$ cat config.mk
export PLATFORM = sky130hd
export DESIGN_NAME = battery_gauge_led_indicator_unit_flat
export DESIGN_NICKNAME = d
export VERILOG_FILES = /design/src/design/bgi_pkg.sv /design/src/design/bgi_if.sv /design/src/design/bgi_cfg_regs.sv /design/src/design/bgi_event_logic.sv /design/src/design/battery_gauge_led_indicator_unit.sv /design/src/flat_wrapper.sv
export SDC_FILE = /design/constraint.sdc
export NUM_CORES = 1
export LEC_CHECK = 0
export CORE_MARGIN = 2
export CORE_UTILIZATION = 35
export CTS_CLUSTER_DIAMETER = 200
export DETAILED_ROUTE_END_ITERATION = 16
export DONT_BUFFER_PORTS = 1
export PLACE_DENSITY = 0.49
export SLEW_MARGIN = 20
export SYNTH_ARGS = -nofsm -noshare
export SYNTH_HDL_FRONTEND = slang
export SYNTH_SLANG_ARGS = --single-unit
$ cat constraint.sdc
create_clock -name clk -period 3.75 [get_ports clk]
set_input_delay 1.125 -clock clk [delete_from_list [all_inputs] [get_ports clk]]
set_output_delay 1.125 -clock clk [all_outputs]
set_load 0.005 [all_outputs]
$ cat src/design/bgi_pkg.sv
// ----------------------------------------------------------------------------
// bgi_pkg
// Shared types, codes and widths for the battery gauge LED indicator.
// ----------------------------------------------------------------------------
package bgi_pkg;

  // Default ADC sample width
  localparam int ADC_BITS_DEF = 12;

  // Field widths fixed by the event format
  localparam int KIND_W   = 3;
  localparam int MODE_W   = 3;
  localparam int VALUE_W  = 8;
  localparam int PHASE_W  = 2;
  localparam int LED_W    = 5;
  localparam int GEAR_W   = 3;
  localparam int CFG_IDX_W = 2;

  // Event kinds
  localparam logic [KIND_W-1:0] KIND_EVALUATE  = 3'd0;
  localparam logic [KIND_W-1:0] KIND_MODE      = 3'd1;
  localparam logic [KIND_W-1:0] KIND_SET_WRITE = 3'd2;
  localparam logic [KIND_W-1:0] KIND_REFRESH   = 3'd3;
  localparam logic [KIND_W-1:0] KIND_ENTER_SET = 3'd4;

  // Modes
  localparam logic [MODE_W-1:0] MODE_OFF       = 3'd0;
  localparam logic [MODE_W-1:0] MODE_BATTERY   = 3'd1;
  localparam logic [MODE_W-1:0] MODE_GEAR_SET  = 3'd2;
  localparam logic [MODE_W-1:0] MODE_RATE_SET  = 3'd3;
  localparam logic [MODE_W-1:0] MODE_RATE_SHOW = 3'd4;
  localparam logic [MODE_W-1:0] MODE_CHARGING  = 3'd5;

  // Charge phases
  localparam logic [PHASE_W-1:0] PHASE_TRICKLE = 2'd1;
  localparam logic [PHASE_W-1:0] PHASE_FULL    = 2'd2;

  // Gears
  localparam logic [GEAR_W-1:0] GEAR_NONE = 3'd0;
  localparam logic [GEAR_W-1:0] GEAR_TOP  = 3'd5;
  localparam logic [GEAR_W-1:0] GEAR_FULL = 3'd6;

  // Discharge rate codes that light an LED
  localparam logic [VALUE_W-1:0] RATE_ONE   = 8'd1;
  localparam logic [VALUE_W-1:0] RATE_TWO   = 8'd2;
  localparam logic [VALUE_W-1:0] RATE_THREE = 8'd3;

  // Configuration register indexes
  localparam logic [CFG_IDX_W-1:0] REG_LEVEL_1 = 2'd0;
  localparam logic [CFG_IDX_W-1:0] REG_LEVEL_2 = 2'd1;
  localparam logic [CFG_IDX_W-1:0] REG_LEVEL_3 = 2'd2;
  localparam logic [CFG_IDX_W-1:0] REG_LEVEL_4 = 2'd3;

  // One event, less the ADC sample
  typedef struct packed {
    logic [KIND_W-1:0]  kind;
    logic [MODE_W-1:0]  mode_value;
    logic               set_target;
    logic [VALUE_W-1:0] set_value;
    logic [PHASE_W-1:0] charge_phase;
    logic               setting_exit_event;
    logic               indicator_exit_event;
    logic               lamp_on;
    logic               lamp_allowed_in_setting;
  } bgi_item_t;

  // Architectural state of the gauge
  typedef struct packed {
    logic [MODE_W-1:0]  mode;
    logic [LED_W-1:0]   leds;
    logic [GEAR_W-1:0]  last_gear;
    logic [GEAR_W-1:0]  charge_gear;
    logic [VALUE_W-1:0] rate_setting;
    logic [VALUE_W-1:0] initial_gear;
    logic               in_setting;
  } bgi_state_t;

  // Blink flag that goes with a setting write
  typedef struct packed {
    logic               request;
    logic [VALUE_W-1:0] value;
  } bgi_blink_t;

endpackage

$ cat src/design/bgi_if.sv
// ----------------------------------------------------------------------------
// bgi_if
// Channel interfaces of the gauge: event input, result output, register write.
// ----------------------------------------------------------------------------
interface bgi_in_if #(
  parameter int ADC_BITS = bgi_pkg::ADC_BITS_DEF
);
  logic                         valid;
  logic                         ready;
  logic [bgi_pkg::KIND_W-1:0]   kind;
  logic [bgi_pkg::MODE_W-1:0]   mode_value;
  logic                         set_target;
  logic [bgi_pkg::VALUE_W-1:0]  set_value;
  logic [ADC_BITS-1:0]          battery_level;
  logic [bgi_pkg::PHASE_W-1:0]  charge_phase;
  logic                         setting_exit_event;
  logic                         indicator_exit_event;
  logic                         lamp_on;
  logic                         lamp_allowed_in_setting;

  modport source (
    output valid, kind, mode_value, set_target, set_value, battery_level,
           charge_phase, setting_exit_event, indicator_exit_event, lamp_on,
           lamp_allowed_in_setting,
    input  ready
  );
  modport sink (
    input  valid, kind, mode_value, set_target, set_value, battery_level,
           charge_phase, setting_exit_event, indicator_exit_event, lamp_on,
           lamp_allowed_in_setting,
    output ready
  );
endinterface

interface bgi_out_if;
  logic                         valid;
  logic                         ready;
  logic [bgi_pkg::LED_W-1:0]    led_pattern;
  logic [bgi_pkg::MODE_W-1:0]   current_mode;
  logic [bgi_pkg::GEAR_W-1:0]   charging_gear;
  logic [bgi_pkg::VALUE_W-1:0]  discharge_rate;
  logic [bgi_pkg::VALUE_W-1:0]  initial_gear;
  logic                         blink_request;
  logic [bgi_pkg::VALUE_W-1:0]  blink_value;

  modport source (
    output valid, led_pattern, current_mode, charging_gear, discharge_rate,
           initial_gear, blink_request, blink_value,
    input  ready
  );
  modport sink (
    input  valid, led_pattern, current_mode, charging_gear, discharge_rate,
           initial_gear, blink_request, blink_value,
    output ready
  );
endinterface

interface bgi_cfg_if #(
  parameter int ADC_BITS = bgi_pkg::ADC_BITS_DEF
);
  logic                          valid;
  logic                          ready;
  logic [bgi_pkg::CFG_IDX_W-1:0] index;
  logic [ADC_BITS-1:0]           data;

  modport source (output valid, index, data, input ready);
  modport sink   (input valid, index, data, output ready);
endinterface

$ cat src/design/bgi_cfg_regs.sv
// ----------------------------------------------------------------------------
// bgi_cfg_regs
// Level threshold registers, written through the configuration channel.
// ----------------------------------------------------------------------------
module bgi_cfg_regs #(
  parameter int ADC_BITS = bgi_pkg::ADC_BITS_DEF
) (
  input  logic                     clk,
  input  logic                     rst_n,
  input  logic                     wr_en,
  input  logic [bgi_pkg::CFG_IDX_W-1:0] wr_index,
  input  logic [ADC_BITS-1:0]      wr_data,
  output logic [3:0][ADC_BITS-1:0] thr
);
  import bgi_pkg::*;

  // Reset levels at one quarter, half, three quarters and seven eighths of scale
  localparam logic [ADC_BITS-1:0] THR1_RST = ADC_BITS'(1) << (ADC_BITS - 2);
  localparam logic [ADC_BITS-1:0] THR2_RST = ADC_BITS'(1) << (ADC_BITS - 1);
  localparam logic [ADC_BITS-1:0] THR3_RST = ADC_BITS'(3) << (ADC_BITS - 2);
  localparam logic [ADC_BITS-1:0] THR4_RST = ADC_BITS'(7) << (ADC_BITS - 3);

  logic [3:0][ADC_BITS-1:0] thr_r;
  logic [3:0][ADC_BITS-1:0] thr_nxt;

  // Decode the write
  always_comb begin
    thr_nxt = thr_r;
    if (wr_en) begin
      unique case (wr_index)
        REG_LEVEL_1: thr_nxt[0] = wr_data;
        REG_LEVEL_2: thr_nxt[1] = wr_data;
        REG_LEVEL_3: thr_nxt[2] = wr_data;
        REG_LEVEL_4: thr_nxt[3] = wr_data;
        default:     thr_nxt = thr_r;
      endcase
    end
  end

  // Hold the thresholds
  always_ff @(posedge clk) begin
    if (!rst_n) begin
      thr_r[0] <= THR1_RST;
      thr_r[1] <= THR2_RST;
      thr_r[2] <= THR3_RST;
      thr_r[3] <= THR4_RST;
    end else begin
      thr_r <= thr_nxt;
    end
  end

  assign thr = thr_r;

endmodule

$ cat src/design/bgi_event_logic.sv
// ----------------------------------------------------------------------------
// bgi_event_logic
// Next-state logic: applies one event to the gauge state.
// ----------------------------------------------------------------------------
module bgi_event_logic #(
  parameter int ADC_BITS = bgi_pkg::ADC_BITS_DEF
) (
  input  bgi_pkg::bgi_item_t       item,
  input  logic [ADC_BITS-1:0]      level,
  input  logic [3:0][ADC_BITS-1:0] thr,
  input  bgi_pkg::bgi_state_t      st,
  output bgi_pkg::bgi_state_t      st_nxt,
  output bgi_pkg::bgi_blink_t      blink
);
  import bgi_pkg::*;

  logic [GEAR_W-1:0] lvl_gear;
  logic [GEAR_W-1:0] bat_gear;
  logic [GEAR_W-1:0] chg_raw;
  logic [GEAR_W-1:0] chg_gear;
  logic [LED_W-1:0]  bat_leds;
  logic [LED_W-1:0]  chg_leds;
  logic [LED_W-1:0]  rate_leds;

  // Map the ADC level to a gear of one to five
  always_comb begin
    if (level > thr[3])      lvl_gear = GEAR_TOP;
    else if (level > thr[2]) lvl_gear = 3'd4;
    else if (level > thr[1]) lvl_gear = 3'd3;
    else if (level > thr[0]) lvl_gear = 3'd2;
    else                     lvl_gear = 3'd1;
  end

  // Battery gear never rises, charging gear never falls
  always_comb begin
    bat_gear = lvl_gear;
    if (st.last_gear != GEAR_NONE && lvl_gear > st.last_gear) begin
      bat_gear = st.last_gear;
    end
    chg_raw = lvl_gear;
    if (item.charge_phase == PHASE_TRICKLE || item.charge_phase == PHASE_FULL) begin
      chg_raw = GEAR_FULL;
    end
    chg_gear = chg_raw;
    if (st.last_gear != GEAR_NONE && chg_raw < st.last_gear) begin
      chg_gear = st.last_gear;
    end
  end

  // Segment patterns for each indicating mode
  always_comb begin
    bat_leds = {bat_gear >= GEAR_TOP, bat_gear >= 3'd4, bat_gear >= 3'd3,
                bat_gear >= 3'd2, 1'b1};
    chg_leds = st.leds | {chg_gear >= GEAR_FULL, chg_gear >= GEAR_TOP,
                          chg_gear >= 3'd4, chg_gear >= 3'd3, 1'b1};
    rate_leds = st.leds;
    case (st.rate_setting)
      RATE_ONE:   rate_leds = st.leds | LED_W'(1);
      RATE_TWO:   rate_leds = st.leds | LED_W'(2);
      RATE_THREE: rate_leds = st.leds | LED_W'(4);
      default:    rate_leds = st.leds;
    endcase
  end

  // Apply the event
  always_comb begin
    st_nxt        = st;
    blink.request = 1'b0;
    blink.value   = '0;
    unique case (item.kind)
      KIND_EVALUATE: begin
        if (st.mode == MODE_OFF) begin
          st_nxt.leds = '0;
        end else begin
          case (st.mode) inside
            MODE_BATTERY: begin
              st_nxt.last_gear = bat_gear;
              st_nxt.leds      = bat_leds;
            end
            MODE_RATE_SET, MODE_RATE_SHOW: begin
              st_nxt.leds = rate_leds;
            end
            MODE_CHARGING: begin
              st_nxt.last_gear   = chg_gear;
              st_nxt.charge_gear = chg_gear;
              st_nxt.leds        = chg_leds;
            end
            default: begin
              st_nxt.leds = st.leds;
            end
          endcase
          // Setting exit first, then indicator exit
          if (item.setting_exit_event) begin
            st_nxt.mode = (item.lamp_on && !item.lamp_allowed_in_setting) ?
                          MODE_BATTERY : MODE_OFF;
            st_nxt.in_setting = 1'b0;
          end
          if (item.indicator_exit_event) begin
            st_nxt.mode = MODE_OFF;
          end
          if (st_nxt.mode == MODE_OFF) begin
            st_nxt.leds = '0;
          end
        end
      end
      KIND_MODE: begin
        if (item.mode_value <= MODE_CHARGING) begin
          st_nxt.leds = '0;
          st_nxt.mode = item.mode_value;
        end
      end
      KIND_SET_WRITE: begin
        if (st.in_setting) begin
          if (item.set_target) begin
            st_nxt.rate_setting = item.set_value;
            st_nxt.mode         = MODE_RATE_SET;
          end else begin
            st_nxt.initial_gear = item.set_value;
            st_nxt.mode         = MODE_GEAR_SET;
          end
          st_nxt.leds   = '0;
          blink.request = 1'b1;
          blink.value   = item.set_value;
        end
      end
      KIND_REFRESH: begin
        st_nxt.leds        = '0;
        st_nxt.last_gear   = GEAR_NONE;
        st_nxt.charge_gear = GEAR_NONE;
      end
      KIND_ENTER_SET: begin
        st_nxt.in_setting = 1'b1;
      end
      default: begin
        st_nxt = st;
      end
    endcase
  end

endmodule

$ cat src/design/battery_gauge_led_indicator_unit.sv
// Each accepted event is held in the input register and its result then moves
// to the result register; a stall on the result side holds both back.
// Throughput: one event per cycle while the result side does not stall; the next
// event is taken as the result of the previous one leaves the result register.
// Reset: synchronous active-low rst_n clears mode, LEDs, gears, settings and
// valids, and loads the default thresholds; no clearing pass is needed.
// ----------------------------------------------------------------------------
// battery_gauge_led_indicator_unit
// Five-LED battery gauge: registers each event, applies it to the mode and
// gauge state and registers the result for the output channel.
// ----------------------------------------------------------------------------
module battery_gauge_led_indicator_unit #(
  parameter int ADC_BITS = bgi_pkg::ADC_BITS_DEF
) (
  input  logic      clk,
  input  logic      rst_n,
  bgi_in_if.sink    in_ch,
  bgi_out_if.source out_ch,
  bgi_cfg_if.sink   cfg_ch
);
  import bgi_pkg::*;

  logic [3:0][ADC_BITS-1:0] thr;

  logic                s1_valid_r;
  logic                s1_valid_nxt;
  bgi_item_t           s1_item_r;
  logic [ADC_BITS-1:0] s1_level_r;
  logic                s1_adv;

  bgi_state_t          st_r;
  bgi_state_t          st_nxt;
  bgi_blink_t          blink;

  logic                out_valid_r;
  logic                out_valid_nxt;
  bgi_state_t          out_st_r;
  bgi_blink_t          out_blink_r;

  // Threshold registers, always writable
  assign cfg_ch.ready = 1'b1;

  bgi_cfg_regs #(
    .ADC_BITS (ADC_BITS)
  ) u_cfg_regs (
    .clk      (clk),
    .rst_n    (rst_n),
    .wr_en    (cfg_ch.valid),
    .wr_index (cfg_ch.index),
    .wr_data  (cfg_ch.data),
    .thr      (thr)
  );

  // Advance the held event whenever the result register is free or draining
  assign s1_adv      = s1_valid_r && (!out_valid_r || out_ch.ready);
  assign in_ch.ready = !s1_valid_r || s1_adv;

  always_comb begin
    s1_valid_nxt = s1_valid_r;
    if (in_ch.ready) begin
      s1_valid_nxt = in_ch.valid;
    end
    out_valid_nxt = out_valid_r;
    if (s1_adv) begin
      out_valid_nxt = 1'b1;
    end else if (out_ch.ready) begin
      out_valid_nxt = 1'b0;
    end
  end

  // Input register
  always_ff @(posedge clk) begin
    if (!rst_n) begin
      s1_valid_r <= 1'b0;
    end else begin
      s1_valid_r <= s1_valid_nxt;
    end
  end

  always_ff @(posedge clk) begin
    if (in_ch.valid && in_ch.ready) begin
      s1_item_r.kind                    <= in_ch.kind;
      s1_item_r.mode_value              <= in_ch.mode_value;
      s1_item_r.set_target              <= in_ch.set_target;
      s1_item_r.set_value               <= in_ch.set_value;
      s1_item_r.charge_phase            <= in_ch.charge_phase;
      s1_item_r.setting_exit_event      <= in_ch.setting_exit_event;
      s1_item_r.indicator_exit_event    <= in_ch.indicator_exit_event;
      s1_item_r.lamp_on                 <= in_ch.lamp_on;
      s1_item_r.lamp_allowed_in_setting <= in_ch.lamp_allowed_in_setting;
      s1_level_r                        <= in_ch.battery_level;
    end
  end

  // Event logic
  bgi_event_logic #(
    .ADC_BITS (ADC_BITS)
  ) u_event_logic (
    .item   (s1_item_r),
    .level  (s1_level_r),
    .thr    (thr),
    .st     (st_r),
    .st_nxt (st_nxt),
    .blink  (blink)
  );

  // Gauge state, updated once per event in order
  always_ff @(posedge clk) begin
    if (!rst_n) begin
      st_r <= '0;
    end else if (s1_adv) begin
      st_r <= st_nxt;
    end
  end

  // Result register
  always_ff @(posedge clk) begin
    if (!rst_n) begin
      out_valid_r <= 1'b0;
    end else begin
      out_valid_r <= out_valid_nxt;
    end
  end

  always_ff @(posedge clk) begin
    if (s1_adv) begin
      out_st_r    <= st_nxt;
      out_blink_r <= blink;
    end
  end

  assign out_ch.valid          = out_valid_r;
  assign out_ch.led_pattern    = out_st_r.leds;
  assign out_ch.current_mode   = out_st_r.mode;
  assign out_ch.charging_gear  = out_st_r.charge_gear;
  assign out_ch.discharge_rate = out_st_r.rate_setting;
  assign out_ch.initial_gear   = out_st_r.initial_gear;
  assign out_ch.blink_request  = out_blink_r.request;
  assign out_ch.blink_value    = out_blink_r.value;

endmodule

$ cat src/flat_wrapper.sv
// flat-port wrapper written by rule: the top's interface ports become plain ports
module battery_gauge_led_indicator_unit_flat import bgi_pkg::*;
#(
  parameter int ADC_BITS = bgi_pkg::ADC_BITS_DEF
)
  (clk, rst_n, in_ch_valid, in_ch_kind, in_ch_mode_value, in_ch_set_target, in_ch_set_value, in_ch_battery_level, in_ch_charge_phase, in_ch_setting_exit_event, in_ch_indicator_exit_event, in_ch_lamp_on, in_ch_lamp_allowed_in_setting, in_ch_ready, out_ch_valid, out_ch_led_pattern, out_ch_current_mode, out_ch_charging_gear, out_ch_discharge_rate, out_ch_initial_gear, out_ch_blink_request, out_ch_blink_value, out_ch_ready, cfg_ch_valid, cfg_ch_index, cfg_ch_data, cfg_ch_ready);
  bgi_in_if #(.ADC_BITS(ADC_BITS)) in_ch_i ();
  bgi_out_if out_ch_i ();
  bgi_cfg_if #(.ADC_BITS(ADC_BITS)) cfg_ch_i ();
  input  logic clk;
  input  logic rst_n;
  input wire logic [$bits(in_ch_i.valid)-1:0] in_ch_valid;
  input wire logic [$bits(in_ch_i.kind)-1:0] in_ch_kind;
  input wire logic [$bits(in_ch_i.mode_value)-1:0] in_ch_mode_value;
  input wire logic [$bits(in_ch_i.set_target)-1:0] in_ch_set_target;
  input wire logic [$bits(in_ch_i.set_value)-1:0] in_ch_set_value;
  input wire logic [$bits(in_ch_i.battery_level)-1:0] in_ch_battery_level;
  input wire logic [$bits(in_ch_i.charge_phase)-1:0] in_ch_charge_phase;
  input wire logic [$bits(in_ch_i.setting_exit_event)-1:0] in_ch_setting_exit_event;
  input wire logic [$bits(in_ch_i.indicator_exit_event)-1:0] in_ch_indicator_exit_event;
  input wire logic [$bits(in_ch_i.lamp_on)-1:0] in_ch_lamp_on;
  input wire logic [$bits(in_ch_i.lamp_allowed_in_setting)-1:0] in_ch_lamp_allowed_in_setting;
  output wire logic [$bits(in_ch_i.ready)-1:0] in_ch_ready;
  output wire logic [$bits(out_ch_i.valid)-1:0] out_ch_valid;
  output wire logic [$bits(out_ch_i.led_pattern)-1:0] out_ch_led_pattern;
  output wire logic [$bits(out_ch_i.current_mode)-1:0] out_ch_current_mode;
  output wire logic [$bits(out_ch_i.charging_gear)-1:0] out_ch_charging_gear;
  output wire logic [$bits(out_ch_i.discharge_rate)-1:0] out_ch_discharge_rate;
  output wire logic [$bits(out_ch_i.initial_gear)-1:0] out_ch_initial_gear;
  output wire logic [$bits(out_ch_i.blink_request)-1:0] out_ch_blink_request;
  output wire logic [$bits(out_ch_i.blink_value)-1:0] out_ch_blink_value;
  input wire logic [$bits(out_ch_i.ready)-1:0] out_ch_ready;
  input wire logic [$bits(cfg_ch_i.valid)-1:0] cfg_ch_valid;
  input wire logic [$bits(cfg_ch_i.index)-1:0] cfg_ch_index;
  input wire logic [$bits(cfg_ch_i.data)-1:0] cfg_ch_data;
  output wire logic [$bits(cfg_ch_i.ready)-1:0] cfg_ch_ready;
  assign in_ch_i.valid = in_ch_valid;
  assign in_ch_i.kind = in_ch_kind;
  assign in_ch_i.mode_value = in_ch_mode_value;
  assign in_ch_i.set_target = in_ch_set_target;
  assign in_ch_i.set_value = in_ch_set_value;
  assign in_ch_i.battery_level = in_ch_battery_level;
  assign in_ch_i.charge_phase = in_ch_charge_phase;
  assign in_ch_i.setting_exit_event = in_ch_setting_exit_event;
  assign in_ch_i.indicator_exit_event = in_ch_indicator_exit_event;
  assign in_ch_i.lamp_on = in_ch_lamp_on;
  assign in_ch_i.lamp_allowed_in_setting = in_ch_lamp_allowed_in_setting;
  assign in_ch_ready = in_ch_i.ready;
  assign out_ch_valid = out_ch_i.valid;
  assign out_ch_led_pattern = out_ch_i.led_pattern;
  assign out_ch_current_mode = out_ch_i.current_mode;
  assign out_ch_charging_gear = out_ch_i.charging_gear;
  assign out_ch_discharge_rate = out_ch_i.discharge_rate;
  assign out_ch_initial_gear = out_ch_i.initial_gear;
  assign out_ch_blink_request = out_ch_i.blink_request;
  assign out_ch_blink_value = out_ch_i.blink_value;
  assign out_ch_i.ready = out_ch_ready;
  assign cfg_ch_i.valid = cfg_ch_valid;
  assign cfg_ch_i.index = cfg_ch_index;
  assign cfg_ch_i.data = cfg_ch_data;
  assign cfg_ch_ready = cfg_ch_i.ready;
  battery_gauge_led_indicator_unit #(.ADC_BITS(ADC_BITS)) u_core (.clk(clk), .rst_n(rst_n), .in_ch(in_ch_i), .out_ch(out_ch_i), .cfg_ch(cfg_ch_i));
endmodule
==> metrics.txt <==
outcome=finished with violations; failing checks=negative setup slack; WL/cell=17.4 µm; Gate Count Post-Synth=772; Max clock buf depth=2; minimum clock period=3850 ps; unrepaired setup endpoints after global routing=true; Ports=91; Seq/Total Area, Yosys=49.2%; reg-to-reg setup timing slack=-100 ps; Die X-Extent=151 µm; Initial Utilization=35.7%; DRT Pass-1 Iters=5; post-route ant nets=0; CP Launch Type=flip-flop; largest area contributor in the netlist=edfxtp_1; max-cap violation count=0; nets=922; setup TNS=-572 ps; top-area cell type share of the netlist area=27.6%; Ant. Diodes=0; CTS tree=built; max-slew violations=0; number of remaining DRC errors=0; vias=5784; Area Overhead vs Synth=24.2%; Num CTS Buffers=17; crit path cell chain=buf_6, ha_4, nand2_1, o21a_1, o21ba_2, a31o_4, a211oi_4, ha_4, buf_4, a311oi_4, mux2i_2, a2111oi_4, o31ai_2, nand2_1, o2bb2ai_2; largest net degree at the start of global routing=84; fraction of layout cells with a size suffix above 1=23.0%; Placer Congestion=0.866; final wirelength=19200 µm; Hold-fix buffers, CTS=0; Synth warnings=0; clock power share=43.3%; Hold Crit Start=u_core.u_cfg_regs.thr[9]; CP max stage cell=edfxtp_1; crit path max fanout=5; peak supply drop=0.307 mV; Slowest Stage Delay on Critical Path=500 ps; Final Cycle Share=103%; Power Internal=3.06 mW; top post-synthesis cells by area=edfxtp_1 28%, dfxtp_1 22%, ha_1 8.8%, nand2_1 8.2%, a21boi_0 6.2%; gr usage total=17.4%; final hold slack=464 ps; Worst-Skew Late Latency=430 ps; Worst-Margin Slew=850 ps; total grt overflow=0; CTS Sinks=150; Synth Area per Inst=9.73 µm²; Logic pwr share=13.1%; Rows=53; synth cell count leaders=165 x nand2_1, 81 x dfxtp_1, 69 x edfxtp_1; number of global-route vias before repair=5916; RR Startpoint=u_core.s1_level_r[7]; final worst slack=-100 ps; Worst setup startpoint=u_core.s1_level_r[7]; post-synthesis instance area=7510 µm²; Critical Path AT=4030 ps; switching part of the total=26.6%; fmax=260 MHz; share of power burned in registers=43.6%; leakage dissipation=3.38 nW; NetSw=1.11 mW; Pwr Density=447 nW/µm²; die area=22700 µm²; initial antenna violation count=1; first-pass GRT wire length=30600 µm; clock slew at reported path FFs=70 ps; CP required=3930 ps; flops & latches, synth=150; Hold/Removal Path Class=flip-flop to flip-flop; Hold Vio Cnt, Final=0; post-DP HPWL=13200 µm; setup slack at placement=-281 ps; most frequent cell after synthesis=nand2_1; drt via density=5.23; number of synthesized flops with an enable pin=69; clock root cell=clkbuf_16; Syn Nets=877; Setup Skew=8.19 ps; FFs w/ async S/R, synth=0%; Final setup viols=8; Primary FF master, synth=dfxtp_1; synth unique cells=72; I/O Buffers=0; Die Y=151 µm; CORE AREA=21000 µm²; Critical Path End Type=flip-flop; max_slew headroom=43.1%; DR iter-0 viols=335; Crit Path Class=flip-flop to flip-flop; H-tree levels=4
-- cell usage in the layout, fill, tap and decap left out, types with 4 or more instances in the layout --
cell	count
o211ai_1	15
o21ai_0	6
o21ai_1	8
nand3_1	8
o22ai_1	4
a21oi_2	12
buf_4	55
inv_1	58
nand2_1	163
nor2_1	21
mux2_2	16
clkbuf_16	17
nand4_1	13
and3_1	4
edfxtp_1	69
nand2b_1	5
a21o_1	5
o21ai_2	8
and2_1	9
o21a_1	4
a21boi_0	60
nor2b_1	9
ha_1	35
ha_4	17
a21oi_1	14
inv_8	6
dfxtp_1	81
nor3_1	8
inv_6	5
-- layout make-up --
cell class / count / area (µm²)
flip-flops and latches: 150 / 3690
clock inverters: 15 / 195
fillers: 1977 / 11700
repair buffers: 57 / 435
inverters: 61 / 229
well taps: 275 / 344
multi-input cells: 530 / 4010
clock buffers: 17 / 425
-- sequential cells by signal (all words and copies together) (netlist names), 3 cells and up --
signal	flops
u_core.out_ch.initial_gear	8
u_core.st_r	31
u_core.s1_item_r	21
u_core.out_ch.discharge_rate	8
u_core.out_ch.led_pattern	5
u_core.out_ch.current_mode	3
u_core.u_cfg_regs.thr	48
u_core.s1_level_r	12
u_core.out_ch.charging_gear	3
u_core.out_ch.blink_value	8
-- worst max-delay path: cells and delay by family, from the launching register on --
family / cells / cell delay (ps)
flops: 1 / 500
fa+ha+maj: 2 / 510
compound gates: 8 / 1780
simple gates: 2 / 160
mux: 1 / 370
buf+inv: 2 / 310
-- cell families (layout without fill, tap and decap cells) --
| family | after synthesis | count (layout) | share of synthesized area [%] |
|---|---|---|---|
| simple gates | 270 | 270 | 16.2 |
| compound gates | 188 | 188 | 18.4 |
| flops | 150 | 150 | 49.2 |
| buf+inv | 92 | 150 | 4.65 |
| fa+ha+maj | 53 | 53 | 8.83 |
| mux | 17 | 17 | 2.53 |
| other cells | 1 | 1 | 0.0499 |
| xor+xnor | 1 | 1 | 0.117 |
-- power groups by stage --
stage          clock, mW  sequential, mW  combinational (mW)
3_5_place_dp           0            1.85               0.396
4_1_cts             1.86            1.82               0.485
3_3_place_gp           0            1.85               0.389
6_report            1.81            1.82               0.544
5_1_grt             1.92            1.83               0.603
2_1_floorplan          0            1.83               0.278
-- repair_timing --
action / CTS / global route
endpoints found under the hold margin: 0 / 0
endpoints found under the setup margin: 17 / 17
setup buffers: 16 / 7
pin swaps: 22 / 45
resized for setup: 50 / 47
-- metrics by stage --
stage	power, mW	instance area, µm²	utilization [%]	std cells
floorplan	2.11	7510	-	772
global route	4.35	9330	44.4	1105
global placement	2.24	7990	38.0	1050
CTS	4.16	9010	42.8	1098
detailed placement	2.25	7990	38.0	1050
finish	4.17	9330	44.4	1105
-- final timing paths --
path	end	cells past startpoint
worst max register to register	u_core.out_ch.led_pattern[2]	15
worst max-delay path	u_core.out_ch.led_pattern[2]	15
worst min register to register	u_core.u_cfg_regs.thr[9]	2
worst min-delay path	u_core.u_cfg_regs.thr[9]	2
-- routing by layer --
| layer | track usage, % | share of wire (%) |
|---|---|---|
| met5 | 0 | 0 |
| met4 | 5.47 | 1.7 |
| met3 | 4.15 | 4.2 |
| met2 | 31.0 | 51 |
| met1 | 20.6 | 43 |
Power figures use the tool's default switching activity.
